<file path="config.mk">
export PLATFORM = sky130hd
export DESIGN_NAME = tip_queue
export DESIGN_NICKNAME = d
export VERILOG_FILES = /design/src/hdl/tip_pkg.sv /design/src/hdl/tip_queue.sv
export SDC_FILE = /design/constraint.sdc
export NUM_CORES = 1
export LEC_CHECK = 0
export BUFFER_PORTS_ARGS = -buffer_cell sky130_fd_sc_hd__buf_2
export CAP_MARGIN = 0
export CELL_PAD_IN_SITES_DETAIL_PLACEMENT = 1
export CELL_PAD_IN_SITES_GLOBAL_PLACEMENT = 1
export CORE_ASPECT_RATIO = 0.6
export CORE_MARGIN = 1
export CORE_UTILIZATION = 46
export CTS_CLUSTER_DIAMETER = 120
export CTS_CLUSTER_SIZE = 8
export DETAILED_ROUTE_END_ITERATION = 12
export GPL_TIMING_DRIVEN = 0
export PLACE_DENSITY_LB_ADDON = 0.15
export SYNTH_ARGS = -nofsm -noshare
export SYNTH_HDL_FRONTEND = slang
export SYNTH_SLANG_ARGS = --single-unit
</file>
<file path="constraint.sdc">
create_clock -name clk -period 4.3 [get_ports clk]
set_input_delay 0.43 -clock clk [delete_from_list [all_inputs] [get_ports clk]]
set_output_delay 0.43 -clock clk [all_outputs]
set_load 0.03 [all_outputs]
</file>
<file path="src/hdl/tip_pkg.sv">
`timescale 1ns / 1ps

package tip_pkg;

  // operation codes carried in in_tuser
  localparam logic OP_WRITE = 1'b0;
  localparam logic OP_QUERY = 1'b1;

  // configuration register indexes
  localparam logic [1:0] CFG_STEP_LENGTH    = 2'd0;
  localparam logic [1:0] CFG_INTERP_MODE    = 2'd1;
  localparam logic [1:0] CFG_ENTRIES_IN_USE = 2'd2;

  localparam logic [31:0] STEP_RESET    = 32'h0001_0000;
  localparam logic        MODE_RESET    = 1'b1;
  localparam logic [10:0] ENTRIES_RESET = 11'd1024;

  localparam logic MODE_CONST  = 1'b0;
  localparam logic MODE_LINEAR = 1'b1;

  // 32 integer quotient bits, then 16 fraction bits for the blend weight
  localparam int DIV_STEPS = 48;
  localparam int FRAC_BITS = 16;

  localparam int QUEUE_DEPTH = 2;

  typedef struct packed {
    logic [31:0] step_length;
    logic        interp_mode;
    logic [10:0] entries_in_use;
  } cfg_t;

  // classified word handed from front to back
  typedef struct packed {
    logic        is_query;
    logic        t_pos;     // query time above zero
    logic        wr_ok;     // write index inside the table
    logic [9:0]  idx;
    logic [31:0] data;      // sample for a write, time for a query
  } cmd_t;

endpackage

</file>
<file path="src/hdl/tip_queue.sv">
`timescale 1ns / 1ps

module tip_queue (
  input  logic          clk,
  input  logic          rst_n,
  input  logic          push_valid,
  output logic          push_ready,
  input  tip_pkg::cmd_t push_cmd,
  output logic          pop_valid,
  input  logic          pop,
  output tip_pkg::cmd_t pop_cmd
);
  import tip_pkg::*;

  localparam int PW = $clog2(QUEUE_DEPTH);

  cmd_t          slot_r [QUEUE_DEPTH];
  logic [PW-1:0] wr_ptr_r;
  logic [PW-1:0] rd_ptr_r;
  logic [PW:0]   count_r;
  logic          do_push;
  logic          do_pop;

  assign push_ready = (count_r != (PW+1)'(QUEUE_DEPTH));
  assign pop_valid  = (count_r != '0);
  assign do_push    = push_valid && push_ready;
  assign do_pop     = pop && pop_valid;
  assign pop_cmd    = slot_r[rd_ptr_r];

  always_ff @(posedge clk) begin
    if (!rst_n) begin
      wr_ptr_r <= '0;
      rd_ptr_r <= '0;
      count_r  <= '0;
    end else begin
      if (do_push) begin
        wr_ptr_r <= (wr_ptr_r == PW'(QUEUE_DEPTH - 1)) ? '0 : wr_ptr_r + 1'b1;
      end
      if (do_pop) begin
        rd_ptr_r <= (rd_ptr_r == PW'(QUEUE_DEPTH - 1)) ? '0 : rd_ptr_r + 1'b1;
      end
      case ({do_push, do_pop})
        2'b10:   count_r <= count_r + 1'b1;
        2'b01:   count_r <= count_r - 1'b1;
        default: count_r <= count_r;
      endcase
    end
    if (do_push) begin
      slot_r[wr_ptr_r] <= push_cmd;
    end
  end

endmodule

</file>
==> results of run 1 <==
## metal layers
metal | up-vias | wire (um) | global-route usage [%]
met4 | 0 | 56 | 5.77
met2 | 61 | 3140 | 29.7
met5 | - | 0 | 0
li1 | 855 | - | -
met1 | 904 | 2510 | 18.8
met3 | 5 | 454 | 7.17
## stage by stage
stage / util [%] / worst slack [ns] / total power, mW / hold slack (ns)
floorplan: - / 1.94 / 1.91 / 0.479
global placement: 56.1 / 1.57 / 2.15 / 0.516
detailed placement: 56.6 / 2.50 / 2.18 / 0.521
CTS: 60.3 / 2.13 / 2.89 / 0.266
global route: 60.3 / 2.07 / 2.97 / 0.267
finish: 60.3 / 2.18 / 2.84 / 0.280
## kinds of logic after synthesis
| kind of cell | count (synthesis) |
|---|---|
| flip-flops | 95 |
| adder cells (fa/ha/maj) | 1 |
| buffers and inverters | 6 |
| AND/OR/NAND/NOR | 9 |
| AO/OA/AOI/OAI | 5 |
| multiplexers | 45 |
| XOR/XNOR | 3 |
## critical path, delay by kind of cell (launching register included)
kind                   cells  cell delay (ns)
DFF                        1             0.30
muxes                      1             0.38
buffers and inverters      3             0.67
## area by class of cell
class	instances	area share, %
plain buffers	5	0.571
repair buffers	97	11.8
clock buffers	10	5.22
well taps	104	2.97
flip-flops and latches	95	63.9
inverters	1	0.0856
clock inverters	6	0.856
multi-input cells	63	14.6
## sequential cells by signal (all words and copies together), names as in the netlist, named ones only
register	count
wr_ptr_r	1
count_r	2
slot_r	90
rd_ptr_r	1
## cell usage in the layout (no fill, tap or decap), types with 2 or more instances in the layout
cell type / instances
buf_12: 2
buf_2: 100
clkbuf_16: 9
clkinv_2: 3
clkinvlp_4: 3
dfxtp_1: 5
edfxtp_1: 90
mux2_2: 45
nor2b_1: 2
xnor2_1: 3
## final timing paths
check,start,end,slack (ns),cells after the start
worst max-delay path,flop,pop_cmd[24],2.18,4
worst min-delay path,push_cmd[2],slot_r[0][2],0.28,1
worst max register to register,count_r[0],slot_r[1][22],2.53,3
worst min register to register,count_r[1],count_r[1],0.53,2
## power groups by stage
| stage | clock network (mW) | registers (mW) | logic, mW |
|---|---|---|---|
| finish | 0.700 | 1.21 | 0.935 |
| global route | 0.750 | 1.22 | 1.00 |
| CTS | 0.725 | 1.21 | 0.953 |
| detailed placement | 0 | 1.23 | 0.948 |
| global placement | 0 | 1.23 | 0.918 |
| floorplan | 0 | 1.22 | 0.688 |
==> flow_summary.toml, run 1 <==
[run_status]
status = "finished clean"

[worst_setup_path]
arrival_ns = 1.69
path_max_fanout = 10
cpMostUsedCell = "buf_2"
critPathCaptureType = "primary output"
cp-start-kind = "flop"
required_ns = 3.87
crit_slowest_cell = "mux2_2"
slowest_delay_ns = 0.38
path_cells = "buf_2, buf_2, mux2_2, buf_2"
critPathKind = "reg2out"

[cts]
cts_buffers = 9
post_cts_buffers = 0
ctsHoldBuffers = 0
cts.sinks = 95
cts_tree = "done"
worstSkewPairLatency_ns = 0.33
post_cts_resized = 0
cts.path.max_buffers = 2
root_buffer = "clkbuf_16"
clk_pin_slew_ns = 0.06
htreeDepth = 3

[flow_run]
drv_cap = 0

[global_routing]
grt_max_degree = 26
grtUsageTotal_pct = 17.0
first_global_vias = 2002
grt_antenna_before_repair = 0
grt_overflow = 0
grt_pass1_wl_um = 9820

[drt]
route.detailed.drc = 0
drtAntennaViolNets = 0
first_pass_iters = 4
routed_wl_um = 6170
route.vias.total = 1825
drtIter0Drc = 90
post_drt_wl_per_cell_um = 16.2
viasPerCell = 4.79

[yosys]
synth_top_family_by_area = "multiplexers"
yosysTopAreaCellShare_pct = 77.9
synthSimpleGateAreaFrac_pct = 1.59
synth_top_cell_by_area = "edfxtp_1"
synth_edf_count = 90
synth_compound_area_share_pct = 1.08
synth_most_common_cell = "edfxtp_1"
yosys-top-cells-count = "90 x edfxtp_1, 45 x mux2_2, 5 x buf_2, 5 x dfxtp_1, 3 x xnor2_1"
synth_seq_area_share_pct = 80.8
synthArstFlopShare_pct = 0
muxShareOfSynthArea_pct = 14.6
synth_cells = 164
yosys_warnings = 0
synth.distinct_cells = 20
syn_area_sq_um = 3470
synthXorXnorAreaFrac_pct = 0.757
synth-seq-cells = 95
synth_fa_ha_area_share_pct = 0.361
syn_nets = 214
synthTopCellsByArea = "edfxtp_1 78%, mux2_2 15%, dfxtp_1 2.9%"
ys.flop_type = "edfxtp_1"
syn_avg_cell_area_sq_um = 21.2

[finish]
final_area_sq_um = 4380
regArea_sq_um = 2800
drive_above_1_share_pct = 59.9
multi_input_comb_area_sq_um = 639
antenna_cells = 0
final_cells = 381
fill_cells = 679
nNetsFinal = 322
area_growth_pct = 26.3

[timing]
setup_tns_ns = 0
rsz0062_at_grt = "false"
slew_headroom_pct = 63.7
timing.final.crit_share_pct = 49.3
setup_viol = 0
period_minus_slack_ns = 2.12
hold_viol_final = 0
worstMarginPinSlew_ns = 0.544
clock_skew_ns = 0.00247
fmax_mhz = 471
slew_violations = 0

[floorplan]
boundaryPins = 96
dieArea_sq_um = 7910
start_util_pct = 47.7
dieWidth_um = 114
std_cell_rows = 24
fp.dieH_um = 69.3
core_sq_um = 7270

[placement]
place_inst = 365
gp_congestion = 0.656
port_buffers = 95
dpl_cell_area_sq_um = 4120
dp_hpwl_um = 4180

[hold_path]
min-delay-path-class = "in2reg"

[power_and_ir_drop]
total_leakage_power_nw = 1.64
peakVddDrop_uv = 359
power.internal_mw = 1.90
p_sw_mw = 0.947
power.density_nw_per_um2 = 649
pwr-share-clk_pct = 24.6
swShare_pct = 33.3
seqPwrFrac_pct = 42.5
combPwrFrac_pct = 32.9
(Power assumes the default switching activity.)
==> run 2, diff against run 1 <==
CORE_UTILIZATION = 43   (was 46)
clock period = 2.15 ns   (was 4.3 ns; I/O delays follow)
==> run 2 against run 1 <==
  * Register-to-register slack worse by 2.4 ns
  * Critical path type is now reg2reg
  * Largest power group unchanged
  * Clock power up 120%
  * Total power rose by 100%
  * Sequential share of layout area up 0.055 points
  * Worst hold slack worse by 0.22 ns
==> flow_summary.toml, run 2 (synthesized netlist as in run 1, its figures left out) <==
[flow_run]
drv_cap = 0

[floorplan]
start_util_pct = 46.0
std_cell_rows = 24
boundaryPins = 96
dieWidth_um = 118
core_sq_um = 7540
dieArea_sq_um = 8440
fp.dieH_um = 71.6

[finish]
nNetsFinal = 321
largest_register_ff_count = 90
final_core_util_pct = 58.1
final_common_cell = "buf_2"
top_register = "slot_r"
top_regs = "slot_r x90, count_r x2"
area_growth_pct = 26.2
antenna_cells = 0
drive_above_1_share_pct = 59.1
final_cells = 380
layout_common_cells = "100 x buf_2, 90 x edfxtp_1, 45 x mux2_2"

[timing]
clock_skew_ns = 0.00551
hold_viol_final = 0
fmax_mhz = 506
timing.final.crit_share_pct = 91.9
layout_setup_ws_ns = 0.175
worstMarginPinSlew_ns = 1.11
slew_violations = 0
period_minus_slack_ns = 1.97
setup_viol = 0
slew_headroom_pct = 26.3
fin_worst_hold_slack_ns = 0.0647
rsz0062_at_grt = "false"

[drt]
viasPerCell = 4.78
routed_wl_um = 6280
post_drt_wl_per_cell_um = 16.5
drtAntennaViolNets = 0
first_pass_iters = 4
route.vias.total = 1817
route.detailed.drc = 0
drtIter0Drc = 59

[cts]
cts_buffers = 9
post_cts_resized = 1
worstSkewPairLatency_ns = 0.33
ctsHoldBuffers = 0
root_buffer = "clkbuf_16"
htreeDepth = 3
cts_tree = "done"
post_cts_buffers = 0
clk_pin_slew_ns = 0.06
cts.sinks = 95
cts.path.max_buffers = 2

[placement]
port_buffers = 95
place_inst = 363
gp_congestion = 0.666
pre_cts_ws_ns = -0.0599
dp_hpwl_um = 4090

[worst_setup_path]
path_max_fanout = 45
required_ns = 2.10
critPathKind = "reg2reg"
arrival_ns = 1.92
cp-start-kind = "flop"
critPathCaptureType = "flop"

[global_routing]
grtUsageTotal_pct = 16.4
grt_overflow = 0
first_global_vias = 1996
grt_max_degree = 46
grt_pass1_wl_um = 9940
grt_antenna_before_repair = 0

[run_status]
status = "finished clean"

[power_and_ir_drop]
pwr-share-clk_pct = 26.3
combPwrFrac_pct = 32.1
power.internal_mw = 3.90
power.density_nw_per_um2 = 1330
seqPwrFrac_pct = 41.6
swShare_pct = 32.9
total_leakage_power_nw = 1.63
p_sw_mw = 1.91
peakVddDrop_uv = 642

[hold_path]
min-delay-path-class = "in2reg"
## run 2: cell types whose count changed in the layout (fill, tap and decap cells not counted), sizes merged
| cell | previous run | this run |
|---|---|---|
| buf | 102 | 100 |
| bufinv | 0 | 1 |
| clkbuf | 10 | 11 |
| inv | 1 | 0 |
## run 2: layout make-up
| class | instances | area (sq um) |
|---|---|---|
| Clock buffer | 11 | 233 |
| Clock inverter | 5 | 58.8 |
| Tap cell | 104 | 130 |
| Fill cell | 703 | 3160 |
| Timing Repair inverter | 1 | 7.51 |
| Inverter | 1 | 7.51 |
| Sequential cell | 95 | 2800 |
| Multi-Input combinational cell | 63 | 639 |
| Timing Repair Buffer | 95 | 475 |
| Buffer | 5 | 25.0 |
## run 2: through the flow
step                TNS [ns]  cell area (sq um)  power [mW]
detailed placement     -2.63               4080        4.34
global route               0               4380        6.06
CTS                        0               4380        5.88
finish                     0               4380        5.81
global placement       -1.51               4080        4.31
floorplan                  0               3470        3.81
## run 2: final timing paths
path / slack, ns / cells past startpoint / end / startpoint
setup reg to reg: 0.18 / 2 / slot_r[1][20] / count_r[0]
setup / recovery: 0.18 / 2 / slot_r[1][20] / count_r[0]
hold reg to reg: 0.53 / 2 / count_r[1] / count_r[1]
hold / removal: 0.06 / 1 / slot_r[1][18] / push_cmd[18]
## run 2: metal layers
| metal | track usage, % | vias up | part of all wire [%] |
|---|---|---|---|
| li1 | - | 855 | - |
| met1 | 19.3 | 896 | 44 |
| met2 | 27.3 | 58 | 48 |
| met3 | 6.53 | 8 | 6.7 |
| met4 | 6.41 | 0 | 1.3 |
| met5 | 0 | - | 0 |
## run 2: power groups by stage
stage | clock [mW] | combinational, mW | sequential (mW)
floorplan | 0 | 1.38 | 2.43
global placement | 0 | 1.86 | 2.45
detailed placement | 0 | 1.87 | 2.46
CTS | 1.56 | 1.90 | 2.42
global route | 1.62 | 2.00 | 2.44
finish | 1.53 | 1.87 | 2.42
## run 2: worst max-delay path, stage by stage (launching register included)
cell	delay [ns]
dfxtp_1	0.40
nand2b_1	0.22
and3_2	0.96
==> run 3, diff against run 2 <==
CORE_MARGIN = 3   (was 1)
CORE_UTILIZATION = 40   (was 43)
==> run 3 against run 2 <==
  * Setup slack better by 0.055 ns
  * Flip-flop and latch count unchanged
  * Combinational power is essentially flat
  * Cell count up 0.79%
  * Worst hold slack better by 0.0065 ns
  * Count of clock-buffer cells in the layout shrank 2
  * Sequential share of layout area grew 0.28 points
  * Global-route usage fell by 1.6 points
  * Non-clock buffer count is the same
  * Via count up 0.94%
  * Final area decreased by 0.43%
  * Clock skew hardly changed
  * Critical endpoint is now pop_cmd[8]
==> flow_summary.toml, run 3 (synthesized netlist as in run 1, its figures left out) <==
[run_status]
status = "finished clean"

[worst_setup_path]
path_cells = "buf_2, buf_2, mux2_2, buf_2"
crit_family = "buffers and inverters"
critPathKind = "reg2out"
required_ns = 1.93
slowest_delay_ns = 0.38
cpMostUsedCell = "buf_2"
critPathCaptureType = "primary output"
reg2reg_from = "count_r[0]"
crit_slowest_cell = "mux2_2"
cp-start-kind = "flop"
path_max_fanout = 10
crit_cells = 4
r2r_cells = 3
arrival_ns = 1.71
cp.buffers_inverters = 3

[floorplan]
dieArea_sq_um = 9860
std_cell_rows = 25
start_util_pct = 42.7
core_sq_um = 8130
dieWidth_um = 126
fp.dieH_um = 78.1
boundaryPins = 96

[drt]
drtAntennaViolNets = 0
drtIter0Drc = 67
viasPerCell = 4.79
route.vias.total = 1834
routed_wl_um = 6910
post_drt_wl_per_cell_um = 18.0
route.detailed.drc = 0
first_pass_iters = 4

[timing]
timing.final.crit_share_pct = 89.3
rsz0062_at_grt = "false"
clock_skew_ns = 0.00592
hold_viol_final = 0
fmax_mhz = 521
setup_viol = 0
slew_violations = 0
slew_headroom_pct = 56.8
period_minus_slack_ns = 1.92
worstMarginPinSlew_ns = 0.648

[global_routing]
first_global_vias = 2028
grt_overflow = 0
grt_pass1_wl_um = 10900
grtUsageTotal_pct = 14.8
grt_max_degree = 46
grt_antenna_before_repair = 0

[finish]
top_regs = "slot_r x90, count_r x2"
final_core_util_pct = 53.6
final_cells = 383
layout_common_cells = "100 x buf_2, 90 x edfxtp_1, 45 x mux2_2"
largest_register_ff_count = 90
nNetsFinal = 321
drive_above_1_share_pct = 59.6
top_register = "slot_r"
fill_cells = 787
final_common_cell = "buf_2"
area_growth_pct = 25.7
antenna_cells = 0

[hold_path]
min-delay-path-class = "in2reg"
holdPathStages = 1
min_from = "push_cmd[2]"

[placement]
gp_congestion = 0.691
port_buffers = 95
place_inst = 367
dp_hpwl_um = 4580

[cts]
cts.path.max_buffers = 2
cts_tree = "done"
cts.sinks = 95
post_cts_buffers = 0
root_buffer = "clkbuf_16"
htreeDepth = 3
worstSkewPairLatency_ns = 0.33
cts_buffers = 9
clk_pin_slew_ns = 0.06

[power_and_ir_drop]
total_power_mw = 5.69
total_leakage_power_nw = 1.61
peakVddDrop_uv = 678
power.density_nw_per_um2 = 1300

[flow_run]
drv_cap = 0
## run 3: changes by cell type in the layout (fill, tap and decap cells not counted)
cell / delta
and3_4: +1
clkinv_4: -2
clkbuf_1: -2
clkinv_2: +1
and3_2: -1
bufinv_16: -1
clkinvlp_4: +3
## run 3: area by class of cell
| class | instances | area, sq um | share of cell area, % |
|---|---|---|---|
| Timing Repair Buffer | 95 | 475 | 10.9 |
| Buffer | 5 | 25.0 | 0.574 |
| Sequential cell | 95 | 2800 | 64.3 |
| Multi-Input combinational cell | 63 | 643 | 14.7 |
| Inverter | 1 | 7.51 | 0.172 |
| Clock inverter | 6 | 38.8 | 0.890 |
| Clock buffer | 9 | 225 | 5.16 |
| Tap cell | 108 | 135 | 3.10 |
| Timing Repair inverter | 1 | 7.51 | 0.172 |
## run 3: path summary, 6_finish.rpt
check | slack, ns | endpoint
max reg2reg | 0.33 | slot_r[0][2]
min | 0.07 | slot_r[1][2]
max | 0.23 | pop_cmd[8]
min reg2reg | 0.52 | count_r[1]
## run 3: layer usage
layer / vias to the layer above / global-route usage, % / share of wire, %
li1: 854 / - / -
met1: 911 / 18.2 / 43
met3: 8 / 5.85 / 6.6
met4: 0 / 4.71 / 1.1
met5: - / 0 / 0
met2: 61 / 24.0 / 49
## run 3: power by group
| part | leakage [nW] | internal (mW) | total, mW | switching [mW] |
|---|---|---|---|---|
| registers | 0.883 | 2.34 | 2.42 | 0.0790 |
| logic | 0.611 | 0.656 | 1.87 | 1.22 |
| clock network | 0.117 | 0.770 | 1.40 | 0.627 |
## run 3: repair_timing
action,4_1_cts,5_1_grt
gates cloned,1,0
setup endpoints to repair,45,45
gates resized for setup,1,1
hold buffers,0,0
## run 3: per-stage QoR
| step | TNS (ns) | instance area (sq um) | hold WS [ns] | worst slack (ns) |
|---|---|---|---|---|
| floorplan | 0 | 3470 | 0.314 | 0.201 |
| global placement | -3.20 | 4090 | 0.403 | -0.0728 |
| detailed placement | -4.58 | 4090 | 0.407 | -0.104 |
| CTS | 0 | 4360 | 0.0584 | 0.113 |
| global route | 0 | 4360 | 0.0585 | 0.104 |
| finish | 0 | 4360 | 0.0711 | 0.230 |
