===== src/hdl/tip_pkg.sv =====
`timescale 1ns / 1ps

package tip_pkg;

  // operation codes carried in in_tuser
  localparam logic OP_WRITE = 1'b0;
  localparam logic OP_QUERY = 1'b1;

  // configuration register indexes
  localparam logic [1:0] CFG_STEP_LENGTH    = 2'd0;
  localparam logic [1:0] CFG_INTERP_MODE    = 2'd1;
  localparam logic [1:0] CFG_ENTRIES_IN_USE = 2'd2;

  localparam logic [31:0] STEP_RESET    = 32'h0001_0000;
  localparam logic        MODE_RESET    = 1'b1;
  localparam logic [10:0] ENTRIES_RESET = 11'd1024;

  localparam logic MODE_CONST  = 1'b0;
  localparam logic MODE_LINEAR = 1'b1;

  // 32 integer quotient bits, then 16 fraction bits for the blend weight
  localparam int DIV_STEPS = 48;
  localparam int FRAC_BITS = 16;

  localparam int QUEUE_DEPTH = 2;

  typedef struct packed {
    logic [31:0] step_length;
    logic        interp_mode;
    logic [10:0] entries_in_use;
  } cfg_t;

  // classified word handed from front to back
  typedef struct packed {
    logic        is_query;
    logic        t_pos;     // query time above zero
    logic        wr_ok;     // write index inside the table
    logic [9:0]  idx;
    logic [31:0] data;      // sample for a write, time for a query
  } cmd_t;

endpackage


===== src/hdl/tip_front.sv =====
`timescale 1ns / 1ps

module tip_front #(
  parameter int TABLE_DEPTH = 1024
) (
  input  logic          clk,
  input  logic          rst_n,
  input  logic          in_valid,
  output logic          in_ready,
  input  logic          in_op,
  input  logic [9:0]    in_idx,
  input  logic [31:0]   in_value,
  input  logic [31:0]   in_time,
  output logic          push_valid,
  input  logic          push_ready,
  output tip_pkg::cmd_t push_cmd
);
  import tip_pkg::*;

  logic vld_r;
  cmd_t cmd_r;
  cmd_t cmd_nxt;

  assign in_ready = !vld_r || push_ready;

  always_comb begin
    cmd_nxt.is_query = (in_op == OP_QUERY);
    cmd_nxt.t_pos    = !in_time[31] && (in_time != 32'd0);
    cmd_nxt.wr_ok    = ({22'd0, in_idx} < 32'(TABLE_DEPTH));
    cmd_nxt.idx      = in_idx;
    cmd_nxt.data     = (in_op == OP_QUERY) ? in_time : in_value;
  end

  always_ff @(posedge clk) begin
    if (!rst_n) begin
      vld_r <= 1'b0;
    end else if (in_ready) begin
      vld_r <= in_valid;
    end
    if (in_valid && in_ready) begin
      cmd_r <= cmd_nxt;
    end
  end

  assign push_valid = vld_r;
  assign push_cmd   = cmd_r;

endmodule


===== config.mk =====
export PLATFORM = sky130hd
export DESIGN_NAME = tip_front
export DESIGN_NICKNAME = d
export VERILOG_FILES = /design/src/hdl/tip_pkg.sv /design/src/hdl/tip_front.sv
export SDC_FILE = /design/constraint.sdc
export NUM_CORES = 1
export LEC_CHECK = 0
export BUFFER_PORTS_ARGS = -buffer_cell sky130_fd_sc_hd__buf_2
export CELL_PAD_IN_SITES_DETAIL_PLACEMENT = 0
export CELL_PAD_IN_SITES_GLOBAL_PLACEMENT = 1
export CORE_MARGIN = 5
export CORE_UTILIZATION = 35
export DETAILED_ROUTE_END_ITERATION = 8
export PLACE_DENSITY = 0.95
export SETUP_SLACK_MARGIN = 0.4
export SLEW_MARGIN = 15
export SYNTH_ARGS = -nofsm -noshare
export SYNTH_HDL_FRONTEND = slang
export SYNTH_SLANG_ARGS = --single-unit

===== constraint.sdc =====
create_clock -name clk -period 4.6 [get_ports clk]
set_input_delay 0.92 -clock clk [delete_from_list [all_inputs] [get_ports clk]]
set_output_delay 0.92 -clock clk [all_outputs]
set_load 0.02 [all_outputs]

==> results of run 1 <==
## area by class of cell
cell class	instances	area, um^2	area share [%]
clock buffer	6	72.6	2.68
clock inverter	2	10.0	0.370
inverter	1	3.75	0.139
multi-input combinational	47	571	21.1
sequential	45	1340	49.5
tap	72	90.1	3.33
timing repair buffer	124	621	22.9
## worst max-delay path: cells and delay by family
kind                   cells  cell delay (ns)
buffers and inverters      2             0.26
and+or+nand+nor            1             0.15
## per-stage QoR
step	cells	utilization, %	worst slack (ns)	hold slack [ns]	total power (W)
6_report	297	49.2	2.35	0.530	0.000874
5_1_grt	297	49.2	2.32	0.567	0.000914
4_1_cts	297	49.2	2.35	0.534	0.000887
3_5_place_dp	289	47.7	2.22	0.523	0.000659
3_3_place_gp	289	47.7	2.23	0.499	0.000654
2_1_floorplan	98	-	1.92	0.750	0.000595
## flip-flops by register name (all words and copies together), names as in the netlist
register / flops
push_cmd: 44
push_valid: 1
## power by group through the flow
stage / clock network, W / logic, W / registers [W]
finish: 0.000227 / 0.000156 / 0.000490
global route: 0.000254 / 0.000167 / 0.000493
CTS: 0.000237 / 0.000159 / 0.000491
detailed placement: 0 / 0.000159 / 0.000500
global placement: 0 / 0.000155 / 0.000499
floorplan: 0 / 0.0000592 / 0.000536
## path summary, 6_finish.rpt
path / start / end / slack, ns / depth (start not counted)
setup / recovery: push_ready / in_ready / 2.35 / 3
hold / removal: push_valid / push_valid / 0.53 / 2
setup reg to reg: push_valid / push_cmd[28] / 3.00 / 2
hold reg to reg: push_valid / push_valid / 0.53 / 2
## cell usage in the layout (no fill, tap or decap), types with 2 or more instances in the layout
cell type and count:
clkbuf_8 5, mux2_4 30, and4_1 2, nor4_1 8
mux2_2 2, edfxtp_1 44, clkinv_2 2, buf_2 124
## per-layer routing
metal	up-vias	wire length (um)	global-route usage, %	part of all wire (%)
met5	-	0	0	0
met4	0	41	5.18	0.87
met3	2	389	2.72	8.2
met2	74	2580	23.8	55
met1	629	1710	13.0	36
li1	635	-	-	-
## kinds of logic after synthesis
family | count (synthesis) | share of synthesized area [%]
AO/OA/AOI/OAI | 2 | 0.628
buffers and inverters | 6 | 4.14
flip-flops | 45 | 67.3
other | 1 | 0.188
AND/OR/NAND/NOR | 12 | 4.02
multiplexers | 32 | 23.7
==> results.ini, run 1 <==
[outcome]
status=finished, final reports clean

[synthesis]
synth_area_mm2=0.00199
synth_area_leaders=edfxtp_1 66%, mux2_4 23%, buf_12 3.0%, nor4_1 2.5%, mux2_2 1.1%
yosysMostFrequentCell=edfxtp_1
seq_area_frac_synth_pct=67.3
yosysTopAreaCell=edfxtp_1
postSynthCellCount=98
synthArstFlopShare_pct=0
netlist_top_cells_count=44 x edfxtp_1, 30 x mux2_4, 8 x nor4_1
synth_cell_types=15
synthesis.nets=177
ys_seq_elements=45
ys.flop_type=edfxtp_1
synth_top_cell_area_share_pct=66.3
postSynthAreaPerCell_um2=20.3
yosys_warnings=0
synth_edf_count=44

[die]
die_w_um=85.5
dieArea_mm2=0.00730
core_mm2=0.00551
core.rowCount=27
start_util_pct=36.2
dieHeight_um=85.5
io_pins=126

[power]
p_int_w=0.000664
p_comb_share_pct=17.9
power_leakage_nw=1.25
p_per_area_mw_per_mm2=323
clkPwrFrac_pct=26.0
switchingPower_w=0.000210
seq_power_share_pct=56.1
vdd_drop_max_uv=121
p_sw_share_pct=24.0

[clock_tree]
post_cts_resize_count=0
cts_sinks=45
cts_max_path_buffers=2
htree_levels=2
cts_buffers=5
hold_buffers=0
cts_setup_buffers=0
clockRootBuffer=clkbuf_8
insertion_delay_ns=0.28
path_clk_slew_ns=0.08
cts_tree=yes

[critical_path]
crit_path_start_kind=primary input
crit_chain=buf_2, nand2b_1, buf_2
crit_arrival_ns=1.33
crit_slowest_cell=buf_2
cp-end-kind=output pin
crit_required_ns=3.68
crit_fanout=3
critPathKind=in -> out
crit_path_frequent_cell=buf_2
max_stage_delay_ns=0.17

[global_routing]
overflow=0
grt_pass1_wl_um=6980
grt_max_degree=45
grt_pass1_vias=1391
grt_usage_pct=12.5
antenna_found_initial=0

[drt]
wirelength_um=4720
num_vias=1340
ant_nets=0
wl_per_cell_um=15.9
drt_pass1_iterations=4
drt-initial-drc-count=55
vias_per_cell=4.51
drc=0

[finish]
drive_gt1_share_pct=72.9
diodes=0
fin_nets=303
postLayoutCellArea_mm2=0.00271
areaGrowthSynthToFinish_pct=35.9
nFillCells=489

[placement]
gp_congestion=0.727
place_area_mm2=0.00263
portBuffers=124

[sta]
worst_pin_slew_ns=1.01
relSlewSlack_pct=32.8
period_minus_slack_ns=2.25
clock.fmax_ghz=0.444
rsz0062_at_grt=no
finalHoldViolations=0
fin_crit_sh_pct=49.0
slew_viol_final=0
setup_viol=0
skew_ns=0.00462
fin_setup_tns_ns=0

[hold_path]
hold_path_class=reg -> reg

[flow_run]
maxCapViolations=0

Power figures use the tool's default switching activity.
==> run 2: changes to the inputs <==
--- a/config.mk
+++ b/config.mk
@@ -5,13 +5,14 @@
 export SDC_FILE = /design/constraint.sdc
 export NUM_CORES = 1
 export LEC_CHECK = 0
+export ABC_AREA = 1
 export BUFFER_PORTS_ARGS = -buffer_cell sky130_fd_sc_hd__buf_2
 export CELL_PAD_IN_SITES_DETAIL_PLACEMENT = 0
 export CELL_PAD_IN_SITES_GLOBAL_PLACEMENT = 1
 export CORE_MARGIN = 5
-export CORE_UTILIZATION = 35
+export CORE_UTILIZATION = 33
 export DETAILED_ROUTE_END_ITERATION = 8
-export PLACE_DENSITY = 0.95
+export PLACE_DENSITY = 0.91
 export SETUP_SLACK_MARGIN = 0.4
 export SLEW_MARGIN = 15
 export SYNTH_ARGS = -nofsm -noshare
==> constraint.sdc (replaced) <==
create_clock -name clk -period 2.2 [get_ports clk]
set_input_delay 0.44 -clock clk [delete_from_list [all_inputs] [get_ports clk]]
set_output_delay 0.44 -clock clk [all_outputs]
set_load 0.02 [all_outputs]
==> run 2 against run 1 <==
Against the previous run:
- global-route usage shrank 0.49 points
- final area grew 5.6%
- via count grew 4.4%
- register-to-register slack lost 1.9 ns
- die area grew 7.6%
- largest power group unchanged
- critical endpoint unchanged
- largest cell class unchanged
- final cell count grew 9.1%
==> results.ini, run 2 <==
[sta]
finalHoldViolations=0  ; unchanged
setup_viol=0  ; unchanged
clock.fmax_ghz=0.725
slew_viol_final=0  ; unchanged
skew_ns=0.0103  ; was 0.00462 ns
fin_crit_sh_pct=62.7
rsz0062_at_grt=no  ; unchanged
period_minus_slack_ns=1.38
fin_setup_tns_ns=0  ; unchanged

[synthesis]
yosysTopAreaCell=edfxtp_1  ; unchanged
ys_seq_elements=45  ; unchanged
yosys_warnings=0  ; unchanged
seq_area_frac_synth_pct=65.7  ; was 67.3%
synth_cell_types=13  ; was 15
synth_area_mm2=0.00204  ; was 0.00199 mm^2
synth_edf_count=44  ; unchanged
synthArstFlopShare_pct=0  ; unchanged
synth_area_leaders=edfxtp_1 65%, mux2_4 22%, nor2_1 4.0%, buf_12 2.9%, nand2_1 2.0%  ; was edfxtp_1 66%, mux2_4 23%, buf_12 3.0%, nor4_1 2.5%, mux2_2 1.1%
postSynthAreaPerCell_um2=17.0  ; was 20.3 um^2
yosysMostFrequentCell=edfxtp_1  ; unchanged
netlist_top_cells_count=44 x edfxtp_1, 30 x mux2_4, 22 x nor2_1  ; was 44 x edfxtp_1, 30 x mux2_4, 8 x nor4_1
synthesis.nets=199  ; was 177
synth_top_cell_area_share_pct=64.7  ; was 66.3%
ys.flop_type=edfxtp_1  ; unchanged
postSynthCellCount=120  ; was 98

[global_routing]
overflow=0  ; unchanged
grt_pass1_wl_um=7110  ; was 6980 um
grt_usage_pct=12.0  ; was 12.5%
grt_use_met1_pct=13.8  ; was 13.0%
met2_usage_pct=20.2  ; was 23.8%
grt_use_met3_pct=4.00  ; was 2.72%
grt_pass1_vias=1486  ; was 1,391
grt-busiest-layer=met2  ; unchanged
antenna_found_initial=0  ; unchanged
grt_max_degree=45  ; unchanged

[die]
core.rowCount=28  ; was 27
dieArea_mm2=0.00786  ; was 0.00730 mm^2
die_w_um=88.6  ; was 85.5 um
core_mm2=0.00596  ; was 0.00551 mm^2
dieHeight_um=88.6  ; was 85.5 um
start_util_pct=34.3  ; was 36.2%
io_pins=126  ; unchanged

[clock_tree]
htree_levels=2  ; unchanged
cts_setup_buffers=0  ; unchanged
cts_max_path_buffers=2  ; unchanged
path_clk_slew_ns=0.08  ; about the same
insertion_delay_ns=0.30  ; was 0.28 ns
clockRootBuffer=clkbuf_8  ; unchanged
hold_buffers=0  ; unchanged
cts_tree=yes  ; unchanged
cts_buffers=5  ; unchanged
post_cts_resize_count=0  ; unchanged
cts_sinks=45  ; unchanged

[critical_path]
crit_arrival_ns=0.94  ; was 1.33 ns
crit_path_start_kind=flop  ; was primary input
crit_fanout=3  ; unchanged
cp-end-kind=output pin  ; unchanged
critPathKind=reg -> out  ; was in -> out
crit_required_ns=1.76  ; was 3.68 ns

[flow_run]
maxCapViolations=0  ; unchanged

[drt]
ant_nets=0  ; unchanged
wl_per_cell_um=14.9  ; was 15.9 um
drc=0  ; unchanged
drt_pass1_iterations=2  ; was 4
num_vias=1399  ; was 1,340
drt-initial-drc-count=15  ; was 55
vias_per_cell=4.32  ; was 4.51
wirelength_um=4820  ; was 4720 um

[placement]
place_area_mm2=0.00273  ; was 0.00263 mm^2
hpwl_um=3740
gp_congestion=0.678  ; was 0.727
portBuffers=124  ; unchanged

[finish]
fin_nets=327  ; was 303
drive_gt1_share_pct=67.1  ; was 72.9%
diodes=0  ; unchanged
final_common_cell=buf_2  ; unchanged
postLayoutCellArea_mm2=0.00286  ; was 0.00271 mm^2
areaGrowthSynthToFinish_pct=40.2  ; was 35.9%
nFillCells=548  ; was 489
final_cell_mix=124 x buf_2, 44 x edfxtp_1, 30 x mux2_4, 22 x nor2_1, 11 x nand2_1  ; was 124 x buf_2, 44 x edfxtp_1, 30 x mux2_4, 8 x nor4_1, 5 x clkbuf_8
largest_reg_flops=44  ; unchanged

[power]
power_leakage_nw=1.32  ; was 1.25 nW
vdd_drop_max_uv=321  ; was 121 uV
p_per_area_mw_per_mm2=735  ; was 323 mW/mm^2

[hold_path]
hold_path_class=in -> reg  ; was reg -> reg

[outcome]
status=finished, final reports clean  ; unchanged

## run 2: changes by cell type in the layout (fill, tap and decap cells not counted)
cell,before,now
a21oi_1,1,0
a21oi_4,0,1
and2_2,1,0
and4_1,2,0
buf_12,0,2
bufinv_16,0,2
clkbuf_1,1,0
clkinv_2,2,1
inv_1,1,2
nand2_1,0,11
nand2b_1,1,0
nor2_1,0,22
nor4_1,8,0
## run 2: logic make-up (layout without fill, tap and decap cells)
kind of cell	Yosys count	after routing	share of synthesized area [%]
AO/OA/AOI/OAI	2	2	0.613
multiplexers	32	32	23.2
AND/OR/NAND/NOR	33	33	6.07
flip-flops	45	45	65.7
buffers and inverters	7	136	4.23
other	1	1	0.184
## run 2: final cells by class
cell class | count | area [um^2] | share of cell area (%)
Sequential cell | 45 | 1340 | 46.9
Clock inverter | 3 | 65.1 | 2.27
Multi-Input combinational cell | 68 | 624 | 21.8
Tap cell | 75 | 93.8 | 3.28
Clock buffer | 5 | 68.8 | 2.40
Timing Repair Buffer | 126 | 661 | 23.1
Inverter | 2 | 7.51 | 0.262
## run 2: power by group
group	switching [W]	leakage [nW]	total (W)	internal, W
logic	0.000177	0.822	0.000343	0.000166
registers	0.0000138	0.434	0.00102	0.00101
clock network	0.000284	0.0681	0.000735	0.000451
total	0.000475	1.32	0.00210	0.00163
## run 2: critical path: stages (launching register included)
cell and delay [ns]:
dfxtp_1 0.40, nand2_1 0.09, buf_2 0.16
## run 2: path summary, 6_finish.rpt
path,start,endpoint,slack [ns],cells after the start
worst max-delay path,push_valid,in_ready,0.82,2
worst min-delay path,in_idx[8],push_cmd[40],0.32,1
worst max register to register,push_valid,push_cmd[16],1.09,2
worst min register to register,push_valid,push_valid,0.55,2
## run 2: layer usage
metal,routed length (um),vias to the layer above
met5,0,-
met4,78,0
met3,467,10
met2,2420,77
met1,1860,627
li1,-,685
## run 2: per-stage QoR
step                power (W)  hold slack, ns  setup slack, ns  instances  util [%]
detailed placement    0.00139           0.544            0.772        316      45.8
global placement      0.00138           0.530            0.787        316      45.8
finish                0.00210           0.323            0.821        324      48.0
CTS                   0.00213           0.312            0.800        324      48.0
global route          0.00219           0.306            0.755        324      48.0
floorplan             0.00125           0.539            0.522        120         -
==> run 3: changes to the inputs <==
--- a/config.mk
+++ b/config.mk
@@ -10,9 +10,9 @@
 export CELL_PAD_IN_SITES_DETAIL_PLACEMENT = 0
 export CELL_PAD_IN_SITES_GLOBAL_PLACEMENT = 1
 export CORE_MARGIN = 5
-export CORE_UTILIZATION = 33
+export CORE_UTILIZATION = 29
 export DETAILED_ROUTE_END_ITERATION = 8
-export PLACE_DENSITY = 0.91
+export PLACE_DENSITY = 0.86
 export SETUP_SLACK_MARGIN = 0.4
 export SLEW_MARGIN = 15
 export SYNTH_ARGS = -nofsm -noshare
==> constraint.sdc (replaced) <==
create_clock -name clk -period 1.2 [get_ports clk]
set_input_delay 0.24 -clock clk [delete_from_list [all_inputs] [get_ports clk]]
set_output_delay 0.24 -clock clk [all_outputs]
set_load 0.02 [all_outputs]
==> run 3 against run 2 <==
Against the previous run:
- first-iteration DRC count is 13% lower
- final area grew 20%
- final cell count increased by 9.9%
- global-route usage grew 0.45 points
- critical path depth is 1 higher
- core utilization increased by 2.3 points
- critical endpoint is now push_cmd[17]
==> results.ini, run 3 (synthesized netlist as in run 2, its figures left out) <==
[clock_tree]
insertion_delay_ns=0.29  ; was 0.30 ns
htree_levels=2  ; unchanged
path_clk_slew_ns=0.08  ; about the same
cts_sinks=45  ; unchanged
cts_tree=yes  ; unchanged
hold_buffers=0  ; unchanged
clockRootBuffer=clkbuf_8  ; unchanged
cts_max_path_buffers=2  ; unchanged
cts_buffers=5  ; unchanged

[power]
power_leakage_nw=1.52  ; was 1.32 nW
vdd_drop_max_uv=618  ; was 321 uV
p_per_area_mw_per_mm2=1120  ; was 735 mW/mm^2
clkPwrFrac_pct=28.7  ; was 35.0%
p_int_w=0.00296  ; was 0.00163 W
seq_power_share_pct=48.9  ; was 48.7%
switchingPower_w=0.000906  ; was 0.000475 W
p_sw_share_pct=23.4  ; was 22.6%
p_comb_share_pct=22.4  ; was 16.3%

[finish]
diodes=0  ; unchanged
fin_cells=356  ; was 324
final_common_cell=buf_2  ; unchanged
drive_gt1_share_pct=75.0  ; was 67.1%
areaGrowthSynthToFinish_pct=68.5  ; was 40.2%
final_cell_mix=83 x buf_2, 44 x edfxtp_1, 41 x buf_6, 32 x mux2_4, 9 x nor2_1  ; was 124 x buf_2, 44 x edfxtp_1, 30 x mux2_4, 22 x nor2_1, 11 x nand2_1
postLayoutCellArea_mm2=0.00344  ; was 0.00286 mm^2
largest_reg_flops=44  ; unchanged
fin_nets=338  ; was 327

[critical_path]
reg2reg_from=push_valid  ; unchanged
max_stage_delay_ns=0.37  ; was 0.40 ns
regToRegEndpoint=push_cmd[17]  ; was push_cmd[16]
cp-end-kind=flop  ; was output pin
crit_arrival_ns=1.13  ; was 0.94 ns
critPathKind=reg -> reg  ; was reg -> out
rrSetupSlack_ns=0.09  ; was 1.09 ns
crit_path_start_kind=flop  ; unchanged
path_delay_family=flip-flops  ; unchanged
crit_slowest_cell=dfxtp_4  ; was dfxtp_1
crit_fanout=7  ; was 3
cp_num_buf_inv=2  ; was 1
crit_chain=a21oi_4, buf_6, clkbuf_16  ; was nand2_1, buf_2
worstRegToRegCells=3  ; was 2
crit_required_ns=1.22  ; was 1.76 ns

[die]
core_mm2=0.00683  ; was 0.00596 mm^2
core.rowCount=30  ; was 28
start_util_pct=29.9  ; was 34.3%
io_pins=126  ; unchanged
dieHeight_um=93.9  ; was 88.6 um
die_w_um=93.9  ; was 88.6 um
dieArea_mm2=0.00881  ; was 0.00786 mm^2

[sta]
fin_crit_sh_pct=92.6
setup_viol=0  ; unchanged
finalHoldViolations=0  ; unchanged
period_minus_slack_ns=1.11
slew_viol_final=0  ; unchanged
skew_ns=0.00212  ; was 0.0103 ns
rsz0062_at_grt=yes  ; was no
clock.fmax_ghz=0.899

[drt]
wirelength_um=5630  ; was 4820 um
wl_per_cell_um=15.8  ; was 14.9 um
drc=0  ; unchanged
vias_per_cell=4.13  ; was 4.32
drt_pass1_iterations=2  ; unchanged
drt-initial-drc-count=13  ; was 15
ant_nets=0  ; unchanged
num_vias=1472  ; was 1,399

[hold_path]
whs_endpoint=push_cmd[34]  ; was push_cmd[40]
whs_path_depth=1  ; unchanged
hold_path_class=in -> reg  ; unchanged
hp-start=in_idx[2]  ; was in_idx[8]

[placement]
gp_congestion=0.655  ; was 0.678
hpwl_um=4170  ; was 3740 um
portBuffers=124  ; unchanged
numPlacedInstances=339  ; was 316
place_area_mm2=0.00281  ; was 0.00273 mm^2

[global_routing]
overflow=0  ; unchanged
grt_max_degree=16  ; was 45
antenna_found_initial=0  ; unchanged
grt_pass1_wl_um=8160  ; was 7110 um
grt_pass1_vias=1611  ; was 1,486
grt_usage_pct=12.4  ; was 12.0%

[outcome]
status=finished, final reports clean  ; unchanged

[flow_run]
maxCapViolations=0  ; unchanged

run 3: power by group through the flow:
| stage | Combinational (W) | Clock [W] | Sequential, W |
|---|---|---|---|
| 2_1_floorplan | 0.000250 | 0 | 0.00205 |
| 3_3_place_gp | 0.000654 | 0 | 0.00191 |
| 3_5_place_dp | 0.000665 | 0 | 0.00192 |
| 4_1_cts | 0.000812 | 0.00116 | 0.00189 |
| 5_1_grt | 0.000919 | 0.00122 | 0.00190 |
| 6_report | 0.000867 | 0.00111 | 0.00189 |
run 3: repair_timing:
action,CTS,global route
endpoints found under the setup margin,119,91
buffers inserted,3,0
pin swaps,16,15
gates cloned,5,1
gates resized for setup,54,44
run 3: worst max-delay path by stage:
stage / from / end / slack, ns / cells past startpoint
after floorplan: push_valid / push_cmd[0] / -0.35 / 1
after global placement: in_time[27] / push_cmd[43] / 0.01 / 7
after detailed placement: in_time[28] / push_cmd[43] / 0.02 / 7
after CTS: push_cmd[43] / push_cmd[43] / 0.08 / 1
after global routing: push_valid / push_cmd[16] / 0.05 / 3
final: push_valid / push_cmd[17] / 0.09 / 3
run 3: layout make-up:
type                       count  area [um^2]
fill                         609         3390
sequential                    45         1350
timing repair buffer         137         1160
multi-input combinational     68          699
tap                           96          120
clock buffer                   5         68.8
clock inverter                 3         41.3
inverter                       2         7.51
run 3: worst register-to-register path, delay by kind of cell, from the launching register on:
kind / cells / cell delay [ns]
DFF: 1 / 0.37
buffers and inverters: 2 / 0.29
AOI/OAI and AO/OA: 1 / 0.18
run 3: per-stage QoR:
stage          util (%)  hold WS [ns]  TNS [ns]  power (W)  setup slack [ns]
3_3_place_gp       41.2         0.418         0    0.00256            0.0131
6_report           50.3         0.120         0    0.00387            0.0882
4_1_cts            47.7         0.106         0    0.00386            0.0803
5_1_grt            50.3        0.0949         0    0.00404            0.0536
2_1_floorplan         -         0.339    -15.36    0.00230            -0.349
3_5_place_dp       41.2         0.418         0    0.00258            0.0159
run 3: layer usage:
metal | GRT usage, % | part of all wire (%) | vias to the layer above
li1 | - | - | 714
met1 | 13.7 | 36 | 695
met2 | 23.4 | 57 | 59
met3 | 2.56 | 6.1 | 4
met4 | 4.21 | 1.0 | 0
met5 | 0 | 0 | -
